<file path="src/hw/rtl/pdcchss_pkg.sv">
// Package for the PDCCH search-space CCE hash block: constants, codes, control types.
`default_nettype none

package pdcchss_pkg;

  localparam int MAX_CANDIDATES = 8;
  localparam int NUM_AGG_LEVELS = 5;
  localparam int HASH_MOD       = 65537;
  localparam int REGS_PER_CCE   = 6;

  // floor(x / 6) as (x * 2731) >> 14, exact for x up to 511 * 3
  localparam int NCCE_RECIP = 2731;
  localparam int NCCE_SHIFT = 14;

  localparam int RNTI_W  = 16;
  localparam int LVL_W   = 3;
  localparam int SLOT_W  = 8;
  localparam int CCE_W   = 8;
  localparam int CIDX_W  = 3;
  localparam int STAT_W  = 2;
  localparam int MCNT_W  = 4;
  localparam int HASH_W  = 17;
  localparam int PROD_W  = 32;
  localparam int MULT_W  = 16;

  localparam int DIV_NUM_W = 17;
  localparam int DIV_DEN_W = 8;
  localparam int DIV_CNT_W = $clog2(DIV_NUM_W);

  localparam int CFG_IDX_W  = 3;
  localparam int CFG_DATA_W = 20;

  localparam logic [CFG_IDX_W-1:0] REG_CORESET_IDENT    = 3'd0;
  localparam logic [CFG_IDX_W-1:0] REG_CORESET_PRB      = 3'd1;
  localparam logic [CFG_IDX_W-1:0] REG_CORESET_SYMBOLS  = 3'd2;
  localparam logic [CFG_IDX_W-1:0] REG_UE_SPECIFIC      = 3'd3;
  localparam logic [CFG_IDX_W-1:0] REG_CANDIDATE_COUNTS = 3'd4;

  localparam logic [STAT_W-1:0] ST_OK        = 2'd0;
  localparam logic [STAT_W-1:0] ST_NO_CAND   = 2'd1;
  localparam logic [STAT_W-1:0] ST_BAD_LEVEL = 2'd2;
  localparam logic [STAT_W-1:0] ST_TOO_SMALL = 2'd3;

  typedef enum logic [1:0] {
    DIV_NONE = 2'd0,
    DIV_YMOD = 2'd1,
    DIV_OFF  = 2'd2
  } div_sel_t;

  typedef struct packed {
    logic              load;
    logic              div_start;
    div_sel_t          div_sel;
    logic              ld_ncce;
    logic              ld_ymod;
    logic              ld_off;
    logic              hash_mul;
    logic              hash_red;
    logic              y_zero;
    logic              ld_cce;
    logic              set_err;
    logic [STAT_W-1:0] err_code;
    logic              m_inc;
  } cmd_t;

  typedef struct packed {
    logic bad_lvl;
    logic m_zero;
    logic too_small;
    logic cnt_zero;
    logic div_done;
    logic last_cand;
    logic ue;
  } sts_t;

  // hash multiplier chosen by coreset id mod 3
  function automatic logic [MULT_W-1:0] hash_mult(input logic [3:0] ident);
    logic [MULT_W-1:0] a;
    case (ident)
      4'd0, 4'd3, 4'd6, 4'd9, 4'd12, 4'd15: a = 16'd39827;
      4'd1, 4'd4, 4'd7, 4'd10, 4'd13:       a = 16'd39829;
      default:                              a = 16'd39839;
    endcase
    return a;
  endfunction

endpackage

`default_nettype wire

</file>
<file path="src/hw/rtl/pdcchss_div.sv">
// Restoring divider, one quotient bit per cycle.
`default_nettype none

module pdcchss_div import pdcchss_pkg::*; (
  input  wire logic                 clk,
  input  wire logic                 rst_n,
  input  wire logic                 start,
  input  wire logic [DIV_NUM_W-1:0] num,
  input  wire logic [DIV_DEN_W-1:0] den,
  output logic                      done,
  output logic [DIV_NUM_W-1:0]      quo,
  output logic [DIV_DEN_W-1:0]      rem
);

  logic                 busy_r;
  logic                 done_r;
  logic [DIV_CNT_W-1:0] cnt_r;
  logic [DIV_NUM_W-1:0] quo_r;
  logic [DIV_DEN_W-1:0] rem_r;
  logic [DIV_DEN_W-1:0] den_r;

  logic [DIV_DEN_W:0]   trial;
  logic                 ge;
  logic [DIV_DEN_W-1:0] rem_nxt;

  always_comb begin
    trial   = {rem_r, quo_r[DIV_NUM_W-1]};
    ge      = trial >= {1'b0, den_r};
    rem_nxt = ge ? DIV_DEN_W'(trial - {1'b0, den_r}) : trial[DIV_DEN_W-1:0];
  end

  always_ff @(posedge clk) begin
    if (!rst_n) begin
      busy_r <= 1'b0;
      done_r <= 1'b0;
      cnt_r  <= '0;
    end else begin
      done_r <= 1'b0;
      if (start) begin
        busy_r <= 1'b1;
        cnt_r  <= '0;
      end else if (busy_r) begin
        cnt_r <= cnt_r + DIV_CNT_W'(1);
        if (cnt_r == DIV_CNT_W'(DIV_NUM_W - 1)) begin
          busy_r <= 1'b0;
          done_r <= 1'b1;
        end
      end
    end
  end

  always_ff @(posedge clk) begin
    if (start) begin
      quo_r <= num;
      rem_r <= '0;
      den_r <= den;
    end else if (busy_r) begin
      quo_r <= {quo_r[DIV_NUM_W-2:0], ge};
      rem_r <= rem_nxt;
    end
  end

  assign done = done_r;
  assign quo  = quo_r;
  assign rem  = rem_r;

endmodule

`default_nettype wire

</file>
<file path="src/hw/rtl/pdcchss_dp.sv">
// Datapath: configuration registers, hash loop, shared divider and result registers.
`default_nettype none

module pdcchss_dp import pdcchss_pkg::*; #(
  parameter int MAX_CAND   = MAX_CANDIDATES,
  parameter int NUM_LEVELS = NUM_AGG_LEVELS
) (
  input  wire logic                  clk,
  input  wire logic                  rst_n,
  input  wire logic                  cfg_wr_en,
  input  wire logic [CFG_IDX_W-1:0]  cfg_index,
  input  wire logic [CFG_DATA_W-1:0] cfg_wdata,
  input  wire logic [RNTI_W-1:0]     in_rnti,
  input  wire logic [LVL_W-1:0]      in_agg_level,
  input  wire logic [SLOT_W-1:0]     in_slot_index,
  input  wire cmd_t                  cmd,
  output sts_t                       sts,
  output logic [CCE_W-1:0]           out_first_cce,
  output logic [CIDX_W-1:0]          out_candidate_index,
  output logic [STAT_W-1:0]          out_status,
  output logic                       out_last
);

  logic [3:0]  cfg_ident_r;
  logic [8:0]  cfg_prb_r;
  logic [1:0]  cfg_sym_r;
  logic        cfg_ue_r;
  logic [19:0] cfg_counts_r;

  logic [LVL_W-1:0]  lvl_r;
  logic [SLOT_W-1:0] cnt_r;
  logic [MCNT_W-1:0] mcnt_r;
  logic [MCNT_W-1:0] m_r;
  logic [CCE_W-1:0]  ncce_r;
  logic [HASH_W-1:0] y_r;
  logic [PROD_W-1:0] prod_r;
  logic [CCE_W-1:0]  ymod_r;
  logic [CCE_W-1:0]  off_r;
  logic [CCE_W-1:0]  out_cce_r;
  logic [STAT_W-1:0] out_status_r;
  logic              out_last_r;

  logic [MCNT_W-1:0]    nib;
  logic [MCNT_W-1:0]    mcnt_nxt;
  logic [CCE_W-1:0]     ncl;
  logic [DIV_DEN_W-1:0] lm;
  logic [10:0]          prb_sym;
  logic [22:0]          ncce_prod;
  logic [CCE_W-1:0]     ncce;
  logic [MULT_W-1:0]    mult_a;
  logic [HASH_W-1:0]    y_red;
  logic [HASH_W:0]      y_wrap;
  logic [8:0]           sum;
  logic [8:0]           sum_red;
  logic [CCE_W-1:0]     cce;
  logic [DIV_NUM_W-1:0] div_num;
  logic [DIV_DEN_W-1:0] div_den;
  logic                 div_done;
  logic [DIV_NUM_W-1:0] div_quo;
  logic [DIV_DEN_W-1:0] div_rem;

  always_ff @(posedge clk) begin
    if (!rst_n) begin
      cfg_ident_r  <= 4'd0;
      cfg_prb_r    <= 9'd48;
      cfg_sym_r    <= 2'd1;
      cfg_ue_r     <= 1'b1;
      cfg_counts_r <= 20'd0;
    end else if (cfg_wr_en) begin
      case (cfg_index)
        REG_CORESET_IDENT:    cfg_ident_r  <= cfg_wdata[3:0];
        REG_CORESET_PRB:      cfg_prb_r    <= cfg_wdata[8:0];
        REG_CORESET_SYMBOLS:  cfg_sym_r    <= cfg_wdata[1:0];
        REG_UE_SPECIFIC:      cfg_ue_r     <= cfg_wdata[0];
        REG_CANDIDATE_COUNTS: cfg_counts_r <= cfg_wdata;
        default: ;
      endcase
    end
  end

  always_comb begin
    case (in_agg_level)
      3'd0:    nib = cfg_counts_r[3:0];
      3'd1:    nib = cfg_counts_r[7:4];
      3'd2:    nib = cfg_counts_r[11:8];
      3'd3:    nib = cfg_counts_r[15:12];
      3'd4:    nib = cfg_counts_r[19:16];
      default: nib = '0;
    endcase
    mcnt_nxt = (nib > MCNT_W'(MAX_CAND)) ? MCNT_W'(MAX_CAND) : nib;
  end

  always_comb begin
    ncl       = ncce_r >> lvl_r;
    lm        = DIV_DEN_W'({4'd0, mcnt_r} << lvl_r);
    prb_sym   = 11'(11'(cfg_prb_r) * 11'(cfg_sym_r));
    ncce_prod = 23'(prb_sym) * 23'(NCCE_RECIP);
    ncce      = ncce_prod[NCCE_SHIFT +: CCE_W];
    mult_a    = hash_mult(cfg_ident_r);
    // 2^16 == -1 mod 65537, so fold the high half back with a subtract
    y_wrap    = (HASH_W+1)'(prod_r[15:0]) + (HASH_W+1)'(HASH_MOD)
                - (HASH_W+1)'(prod_r[31:16]);
    y_red     = (prod_r[15:0] >= prod_r[31:16])
                ? HASH_W'(prod_r[15:0] - prod_r[31:16]) : y_wrap[HASH_W-1:0];
    sum       = 9'(ymod_r) + 9'(off_r);
    sum_red   = (sum >= 9'(ncl)) ? sum - 9'(ncl) : sum;
    cce       = sum_red[CCE_W-1:0] << lvl_r;
  end

  always_comb begin
    case (cmd.div_sel)
      DIV_YMOD: begin
        div_num = y_r;
        div_den = ncl;
      end
      DIV_OFF: begin
        div_num = DIV_NUM_W'(12'(12'(m_r) * 12'(ncce_r)));
        div_den = lm;
      end
      default: begin
        div_num = '0;
        div_den = DIV_DEN_W'(1);
      end
    endcase
  end

  pdcchss_div u_div (
    .clk   (clk),
    .rst_n (rst_n),
    .start (cmd.div_start),
    .num   (div_num),
    .den   (div_den),
    .done  (div_done),
    .quo   (div_quo),
    .rem   (div_rem)
  );

  always_ff @(posedge clk) begin
    if (cmd.load) begin
      lvl_r  <= in_agg_level;
      cnt_r  <= in_slot_index;
      mcnt_r <= mcnt_nxt;
      y_r    <= HASH_W'(in_rnti);
      m_r    <= '0;
    end else begin
      if (cmd.y_zero) begin
        y_r <= '0;
      end else if (cmd.hash_red) begin
        y_r <= y_red;
      end
      if (cmd.hash_red) begin
        cnt_r <= cnt_r - SLOT_W'(1);
      end
      if (cmd.m_inc) begin
        m_r <= m_r + MCNT_W'(1);
      end
    end
    if (cmd.hash_mul) begin
      prod_r <= PROD_W'(33'(mult_a) * 33'(y_r));
    end
    if (cmd.ld_ncce) begin
      ncce_r <= ncce;
    end
    if (cmd.ld_ymod) begin
      ymod_r <= div_rem;
    end
    if (cmd.ld_off) begin
      off_r <= div_quo[CCE_W-1:0];
    end
    if (cmd.set_err) begin
      out_cce_r    <= '0;
      out_status_r <= cmd.err_code;
      out_last_r   <= 1'b1;
    end else if (cmd.ld_cce) begin
      out_cce_r    <= cce;
      out_status_r <= ST_OK;
      out_last_r   <= sts.last_cand;
    end
  end

  always_comb begin
    sts.bad_lvl   = lvl_r >= LVL_W'(NUM_LEVELS);
    sts.m_zero    = mcnt_r == '0;
    sts.too_small = ncl == '0;
    sts.cnt_zero  = cnt_r == '0;
    sts.div_done  = div_done;
    sts.last_cand = (5'(m_r) + 5'd1) == 5'(mcnt_r);
    sts.ue        = cfg_ue_r;
  end

  assign out_first_cce       = out_cce_r;
  assign out_candidate_index = m_r[CIDX_W-1:0];
  assign out_status          = out_status_r;
  assign out_last            = out_last_r;

endmodule

`default_nettype wire

</file>
<file path="src/hw/rtl/pdcchss_ctrl.sv">
// Controller state machine sequencing checks, hash loop, divisions and results.
`default_nettype none

module pdcchss_ctrl import pdcchss_pkg::*; (
  input  wire logic clk,
  input  wire logic rst_n,
  input  wire logic in_valid,
  output logic      in_stall,
  output logic      out_valid,
  input  wire logic out_stall,
  input  wire sts_t sts,
  output cmd_t      cmd
);

  typedef enum logic [9:0] {
    S_IDLE   = 10'b00_0000_0001,
    S_CHK1   = 10'b00_0000_0010,
    S_CHK2   = 10'b00_0000_0100,
    S_HMUL   = 10'b00_0000_1000,
    S_HRED   = 10'b00_0001_0000,
    S_YSTART = 10'b00_0010_0000,
    S_YDIV   = 10'b00_0100_0000,
    S_OSTART = 10'b00_1000_0000,
    S_ODIV   = 10'b01_0000_0000,
    S_OUT    = 10'b10_0000_0000
  } state_t;

  state_t state_r, state_nxt;
  logic   err_r,   err_nxt;
  // first cycle of S_OUT after the offset lands: result registers load, nothing shown yet
  logic   cce_pend_r;

  always_ff @(posedge clk) begin
    if (!rst_n) begin
      state_r <= S_IDLE;
      err_r   <= 1'b0;
    end else begin
      state_r <= state_nxt;
      err_r   <= err_nxt;
    end
  end

  always_comb begin
    state_nxt = state_r;
    err_nxt   = err_r;
    cmd       = '0;
    cmd.div_sel = DIV_NONE;
    case (state_r)
      S_IDLE: begin
        if (in_valid) begin
          cmd.load  = 1'b1;
          state_nxt = S_CHK1;
        end
      end
      S_CHK1: begin
        if (sts.bad_lvl) begin
          cmd.set_err  = 1'b1;
          cmd.err_code = ST_BAD_LEVEL;
          err_nxt      = 1'b1;
          state_nxt    = S_OUT;
        end else if (sts.m_zero) begin
          cmd.set_err  = 1'b1;
          cmd.err_code = ST_NO_CAND;
          err_nxt      = 1'b1;
          state_nxt    = S_OUT;
        end else begin
          cmd.ld_ncce = 1'b1;
          state_nxt   = S_CHK2;
        end
      end
      S_CHK2: begin
        if (sts.too_small) begin
          cmd.set_err  = 1'b1;
          cmd.err_code = ST_TOO_SMALL;
          err_nxt      = 1'b1;
          state_nxt    = S_OUT;
        end else if (sts.ue) begin
          state_nxt = S_HMUL;
        end else begin
          cmd.y_zero = 1'b1;
          state_nxt  = S_YSTART;
        end
      end
      S_HMUL: begin
        cmd.hash_mul = 1'b1;
        state_nxt    = S_HRED;
      end
      S_HRED: begin
        cmd.hash_red = 1'b1;
        state_nxt    = sts.cnt_zero ? S_YSTART : S_HMUL;
      end
      S_YSTART: begin
        cmd.div_start = 1'b1;
        cmd.div_sel   = DIV_YMOD;
        state_nxt     = S_YDIV;
      end
      S_YDIV: begin
        cmd.div_sel = DIV_YMOD;
        if (sts.div_done) begin
          cmd.ld_ymod = 1'b1;
          state_nxt   = S_OSTART;
        end
      end
      S_OSTART: begin
        cmd.div_start = 1'b1;
        cmd.div_sel   = DIV_OFF;
        state_nxt     = S_ODIV;
      end
      S_ODIV: begin
        cmd.div_sel = DIV_OFF;
        if (sts.div_done) begin
          cmd.ld_off = 1'b1;
          state_nxt  = S_OUT;
          err_nxt    = 1'b0;
        end
      end
      S_OUT: begin
        if (cce_pend_r) begin
          cmd.ld_cce = 1'b1;
        end else if (!out_stall) begin
          if (err_r || sts.last_cand) begin
            err_nxt   = 1'b0;
            state_nxt = S_IDLE;
          end else begin
            cmd.m_inc = 1'b1;
            state_nxt = S_OSTART;
          end
        end
      end
      default: begin
        state_nxt = S_IDLE;
        err_nxt   = 1'b0;
      end
    endcase
  end

  always_ff @(posedge clk) begin
    if (!rst_n) begin
      cce_pend_r <= 1'b0;
    end else begin
      cce_pend_r <= (state_r == S_ODIV) && sts.div_done;
    end
  end

  assign in_stall  = state_r != S_IDLE;
  assign out_valid = (state_r == S_OUT) && !cce_pend_r;

endmodule

`default_nettype wire

</file>
<file path="src/hw/rtl/pdcch_search_space_cce_hash.sv">
// Top level of the PDCCH search-space CCE hash block.
// One request at a time; in_stall stays high from acceptance until the last result is taken.
// Error results are raised in the check states: bad level or no candidates in S_CHK1, too small in S_CHK2.
// Before the last good result come the hash loop (an S_HMUL, S_HRED pair per step, slot_index+1
// steps, none in a common search space), the Y mod division, and the offset division per candidate.
// Synchronous active-low reset returns to idle and loads the register reset values.
`default_nettype none

module pdcch_search_space_cce_hash import pdcchss_pkg::*; #(
  parameter int MAX_CAND   = MAX_CANDIDATES,
  parameter int NUM_LEVELS = NUM_AGG_LEVELS
) (
  input  wire logic                  clk,
  input  wire logic                  rst_n,
  input  wire logic                  cfg_wr_en,
  input  wire logic [CFG_IDX_W-1:0]  cfg_index,
  input  wire logic [CFG_DATA_W-1:0] cfg_wdata,
  input  wire logic                  in_valid,
  output logic                       in_stall,
  input  wire logic [RNTI_W-1:0]     in_rnti,
  input  wire logic [LVL_W-1:0]      in_agg_level,
  input  wire logic [SLOT_W-1:0]     in_slot_index,
  output logic                       out_valid,
  input  wire logic                  out_stall,
  output logic [CCE_W-1:0]           out_first_cce,
  output logic [CIDX_W-1:0]          out_candidate_index,
  output logic [STAT_W-1:0]          out_status,
  output logic                       out_last
);

  cmd_t cmd;
  sts_t sts;

  pdcchss_ctrl u_ctrl (
    .clk       (clk),
    .rst_n     (rst_n),
    .in_valid  (in_valid),
    .in_stall  (in_stall),
    .out_valid (out_valid),
    .out_stall (out_stall),
    .sts       (sts),
    .cmd       (cmd)
  );

  pdcchss_dp #(
    .MAX_CAND   (MAX_CAND),
    .NUM_LEVELS (NUM_LEVELS)
  ) u_dp (
    .clk                 (clk),
    .rst_n               (rst_n),
    .cfg_wr_en           (cfg_wr_en),
    .cfg_index           (cfg_index),
    .cfg_wdata           (cfg_wdata),
    .in_rnti             (in_rnti),
    .in_agg_level        (in_agg_level),
    .in_slot_index       (in_slot_index),
    .cmd                 (cmd),
    .sts                 (sts),
    .out_first_cce       (out_first_cce),
    .out_candidate_index (out_candidate_index),
    .out_status          (out_status),
    .out_last            (out_last)
  );

endmodule

`default_nettype wire

</file>
<file path="config.mk">
export PLATFORM = sky130hd
export DESIGN_NAME = pdcch_search_space_cce_hash
export DESIGN_NICKNAME = d
export VERILOG_FILES = /design/src/hw/rtl/pdcchss_pkg.sv /design/src/hw/rtl/pdcchss_div.sv /design/src/hw/rtl/pdcchss_dp.sv /design/src/hw/rtl/pdcchss_ctrl.sv /design/src/hw/rtl/pdcch_search_space_cce_hash.sv
export SDC_FILE = /design/constraint.sdc
export NUM_CORES = 1
export LEC_CHECK = 0
export ABC_CLOCK_PERIOD_IN_PS = 6900
export BUFFER_PORTS_ARGS = -buffer_cell sky130_fd_sc_hd__buf_2
export CAP_MARGIN = 40
export CORE_ASPECT_RATIO = 1.5
export CORE_UTILIZATION = 55
export DETAILED_ROUTE_END_ITERATION = 8
export GPL_TIMING_DRIVEN = 1
export PLACE_DENSITY = 0.86
export SYNTH_ARGS = -nofsm -noshare
export SYNTH_HDL_FRONTEND = slang
export SYNTH_HIERARCHICAL = 1
export SYNTH_SLANG_ARGS = --single-unit
</file>
<file path="constraint.sdc">
create_clock -name clk -period 6.9 [get_ports clk]
set_input_delay 0.69 -clock clk [delete_from_list [all_inputs] [get_ports clk]]
set_output_delay 0.69 -clock clk [all_outputs]
set_load 0.05 [all_outputs]
</file>
---- Word level (Yosys, flattened, before mapping) ----
Memories as Yosys holds them, arrays and structs flattened. A register that Yosys moved wholly into a read port is not among the register bits.
Index checks and enable logic that the tools add are counted.
word-level totals
  register bits ........................... 191
  bits in read-only memories .............. 48
  output and inout port bits .............. 16
  memories kept ........................... 1
operators by class
  $add $sub $neg .......................... 10
  $mul .................................... 4
  magnitude comparators ................... 5
  eq/ne operators ......................... 31
  shift-type cells ........................ 3
  mux-type cells .......................... 66
  bitwise gates (word level) .............. 3
  reduce and logical (&&, ||, !) cells .... 27
memories
  memory           words  width  read ports  clocked after memory_dff  wr ports  RTL line           RTL
  (no name shown)  16     3      1           1                         0         pdcchss_pkg.sv:79  case (ident)
operators with widths
  kind                      number
  $pmux W10 S10             1
  $mux W10                  8
  $mux W17                  3
  $mux W16                  3
  $mux W8                   5
  $pmux W17 S2              1
  $mul A16 B17 Y32          1
  $mux W1                   31
  $mul A11 B12 Y22 const B  1
  $pmux W4 S5               1
  $ge A9 B8 Y1              2
  $add A16 B17 Y17 const B  1
  $sub A16 B16 Y17          1
  $sub A17 B16 Y17          1
  $ge A16 B16 Y1            1
  $logic_not A8 Y1          2
  $pmux W8 S2               1
  $sub A8 B8 Y8             2
  $eq A3 B2 Y1 const B      4
  $mul A4 B8 Y12            1
  $mux W6                   2
  $mul A9 B2 Y11            1
  $eq A10 B1 Y1 const B     1
  $eq A10 B10 Y1 const B    1
  48 further kinds          73

---- Logic depth before layout (Yosys ltp) ----
  depth after elaboration ................. 7
  mapped depth ............................ 29
  gate-level depth less buffers ........... 29

---- By module ----
The synthesis kept the hierarchy.
modules (own cells, without submodules)
  module        times used  cells an instance  area an instance (um2)  seq. area each (um2)
  pdcchss_dp    1           1,964              18,487.7                3,733.6
  pdcchss_div   1           186                2,069.5                 1,051.0
  pdcchss_ctrl  1           114                883.3                   240.2

---- Worst setup path before layout ----
No wires, ideal clock.
  path kind ............................... register to register
  from .................................... register u_dp.cfg_sym_r[1]
  to ...................................... register u_dp.ncce_r[6], data pin
  setup time .............................. 0.258 ns
  arrival ................................. 6.347 ns
  required time ........................... 6.642 ns
  setup slack ............................. 0.296 ns
  stages on the path, launching flop included .. 30
  buffers on the path ..................... 0
  clock period less this slack ............ 6.604 ns
  cells stage by stage .................... dfxtp_1 and2_1 ha_1 fa_1 a21oi_1 nor2_1 nor2_1 o21bai_1 a21oi_1 o21bai_1 a21oi_1 xor2_1 ha_1 inv_1 fa_1 inv_1 fa_1 inv_1 fa_1 fa_1 inv_1 ha_1 a21o_1 a2111oi_0 o21a_1 o41ai_1 a41oi_1 nand2b_1 a21oi_1 xnor2_1
between the ends
  longest elaborated chain between the ends .. 2
RTL lines
  item                      RTL line           RTL
  start: declaration        pdcchss_dp.sv:26   logic [1:0] cfg_sym_r;
  start signal: assignment  pdcchss_dp.sv:73   REG_CORESET_SYMBOLS: cfg_sym_r <= cfg_wdata[1:0];
  $mul A9 B2 Y11            pdcchss_dp.sv:96   prb_sym = 11'(11'(cfg_prb_r) * 11'(cfg_sym_r));
  $mul A11 B12 Y22          pdcchss_dp.sv:97   ncce_prod = 23'(prb_sym) * 23'(NCCE_RECIP);
  via u_dp.ncce_prod[20]    pdcchss_dp.sv:48   logic [22:0] ncce_prod;
  end signal: assignment    pdcchss_dp.sv:162  ncce_r <= ncce;
  end: declaration          pdcchss_dp.sv:34   logic [CCE_W-1:0] ncce_r;
The timed path passes the listed nets, and every way through them passes these cells.
A chain may end at the register's enable or synchronous reset.

---- Worst setup path after layout ----
  from .................................... register u_dp.cfg_prb_r[1]
  to ...................................... register u_dp.ncce_r[6], data pin
between the ends
  longest elaborated chain between the ends .. 2
RTL lines
  item                      RTL line          RTL
  start: declaration        pdcchss_dp.sv:25  logic [8:0] cfg_prb_r;
  start signal: assignment  pdcchss_dp.sv:72  REG_CORESET_PRB: cfg_prb_r <= cfg_wdata[8:0];
  $mul A9 B2 Y11            pdcchss_dp.sv:96
  $mul A11 B12 Y22          pdcchss_dp.sv:97
  via u_dp.ncce_prod[20]    pdcchss_dp.sv:48
The timed path passes the listed nets, and every way through them passes these cells.

==> metrics <==
Post-Syn Instances 2264; CP Class reg -> reg; port buffer count 70; Mapped Area 21400 µm²; drt total wl 51.1 mm; CTS sink count 194; FMAX 152 MHz; CTS root buf clkbuf_16; Slew @ Worst Pin 0.865 ns; # diodes 0; Clock Latency Late Sink 0.46 ns; Die W 163 µm; fill cell count 3030; FF+latch count, synth 194; status finished clean; detailed-route via count 16.5k; largest net degree at the start of global routing 48; global-route wire length before repair 83.5 mm; syn avg cell area 9.47 µm²; IO Count 71; Starting Density 55.8%; CP endpoint kind register; worst hold path type in -> reg; Die Area 39800 µm²; Hold Fails Final Rpt 0; CTS HTree Levels 4; Placeable Area 38400 µm²; synthesis warning total 6; initial antenna violation count 0; Placed Instance Area 22400 µm²; drc violations 0; hold buffer count at CTS 0; buffer and inverter count on the worst path 4; top-area cell type share of the netlist area 17.6%; Slowest Stage Delay on Critical Path 0.53 ns; DRT iter0 DRCs 1065; GRT overflow 0; fin area 23100 µm²; top_reg_cell synth edfxtp_1; EDFF count, synth 114; Routed Antenna Nets 0; Worst-path clk slew 0.08 ns; clk buf depth 2; required time of the worst setup path 7.12 ns; vias in the first global route 17.2k; Final nets 2866; layout cell share with drive strength beyond 1 9.09%; WL per Instance 18.0 µm; Via density 5.83; Worst Path Arrival 6.82 ns; post-synthesis sequential area ratio 23.4%; Top Family by Delay on Critical Path adder cells; Crit Path Max Fanout 3; gr usage total 26.5%; syn nets 2800; clock skew 0.0157 ns; CTS tree built; Initial DRT Pass Iterations 7; area grow syn2layout 7.81%; Yosys top cell by area fa_1; Die H 244 µm; GP Congestion 0.943; HPWL after DPL 41.6 mm; Cell variety after synth 96; Row Count 88; Max Slew Vio Count 0; top post-synthesis cells by area fa_1 (18%), ha_1 (17%), edfxtp_1 (16%); CP max stage cell fa_1; critical path launch point type register; final setup fails 0; CTS Buf Count 17; Tcrit/Tclk final 95.6%; Final min period 6.60 ns; utilization after layout 60.2%; Rel. slew slack 42.2%; Max-Cap Viols 0; Post-synth ARST share 0%
state kept, by name, summed over array words and instances, names as in the netlist, 8 cells and up:
register / count
u_dp/prod_r: 32
u_dp/cfg_counts_r: 20
u_dp/u_div/quo: 17
u_dp/y_r: 17
u_ctrl/state_r: 10
u_dp/cfg_prb_r: 9
u_dp/cnt_r: 8
u_dp/ncce_r: 8
u_dp/off_r: 8
u_dp/out_first_cce: 8
u_dp/u_div/den_r: 8
u_dp/u_div/rem: 8
u_dp/ymod_r: 8
cell usage after synthesis (all sizes together), types with 41 or more instances:
| cell | instances |
|---|---|
| a21oi | 74 |
| ha | 293 |
| edfxtp | 114 |
| xnor2 | 70 |
| clkbuf | 41 |
| dfxtp | 80 |
| nand2 | 186 |
| o21ai | 69 |
| and2 | 92 |
| nor2 | 133 |
| inv | 360 |
| fa | 188 |
| nand3 | 45 |
worst min-delay path: stages:
cell	delay, ns
buf_2	0.09
nand2_1	0.04
nand3_1	0.06
through the flow:
| stage | TNS (ns) | instances | setup WS (ns) | hold WS, ns |
|---|---|---|---|---|
| final | 0 | 2838 | 0.301 | 0.458 |
| after detailed placement | -0.102 | 2802 | -0.102 | 0.450 |
| after CTS | 0 | 2835 | 0.00870 | 0.440 |
| after global placement | 0 | 2794 | 0.0905 | 0.433 |
| after global routing | -0.0780 | 2838 | -0.0505 | 0.467 |
| after floorplan | 0 | 2264 | 0.296 | 0.422 |
cells in the final DEF (no fill, tap or decap), types with 39 or more instances in the layout:
cell type,netlist,layout
a21oi_1,73,67
and2_1,92,92
buf_2,6,73
dfxtp_1,80,80
edfxtp_1,114,114
fa_1,188,187
ha_1,293,292
inv_1,360,360
mux2i_1,39,39
nand2_1,185,185
nand3_1,44,44
nor2_1,133,131
o21ai_0,66,66
xnor2_1,70,70
cell families (layout without fill, tap and decap cells):
family / after synthesis / after routing / share of synthesized area (%)
muxes: 71 / 71 / 3.78
adders and majority gates: 481 / 481 / 34.7
buffers and inverters: 421 / 500 / 7.56
DFF: 194 / 194 / 23.4
AOI/OAI and AO/OA: 353 / 353 / 11.3
xor gates and xnor gates: 108 / 108 / 4.41
and+or+nand+nor: 636 / 636 / 14.9
timing repair:
action                                 4_1_cts  5_1_grt
endpoints found under the hold margin        0        0
pin swaps                                    0        7
setup endpoints to repair                    2        5
setup buffers                                1        3
resized for setup                            3       11
final timing paths:
| check | startpoint | endpoint | slack [ns] | cells past startpoint |
|---|---|---|---|---|
| worst max-delay path | u_dp/cfg_prb_r[1] | u_dp/ncce_r[6] | 0.30 | 29 |
| worst min-delay path | cfg_wdata[5] | u_dp/cfg_prb_r[5] | 0.46 | 3 |
| worst max register to register | u_dp/cfg_prb_r[1] | u_dp/ncce_r[6] | 0.30 | 29 |
| worst min register to register | u_dp/u_div/quo[6] | u_dp/off_r[6] | 0.46 | 0 |
layer usage:
layer  GRT usage [%]  up-vias  share of wire [%]
met5               0        -                  0
met4            17.9        0                6.7
met3            3.01      176                3.8
met2            48.5      476                 53
met1            28.1     8102                 36
li1                -     7779                  -
area by class of cell:
| class | instances | area (µm²) | share of cell area, % |
|---|---|---|---|
| Multi-Input combinational cell | 1649 | 14900 | 64.4 |
| Sequential cell | 194 | 5020 | 21.7 |
| Inverter | 361 | 1360 | 5.86 |
| Timing Repair Buffer | 107 | 651 | 2.81 |
| Tap cell | 495 | 619 | 2.68 |
| Clock buffer | 20 | 479 | 2.07 |
| Clock inverter | 12 | 111 | 0.482 |
Power is not shown: default switching activity piles up to over one toggle a cycle in this logic, so the estimate is an artifact.
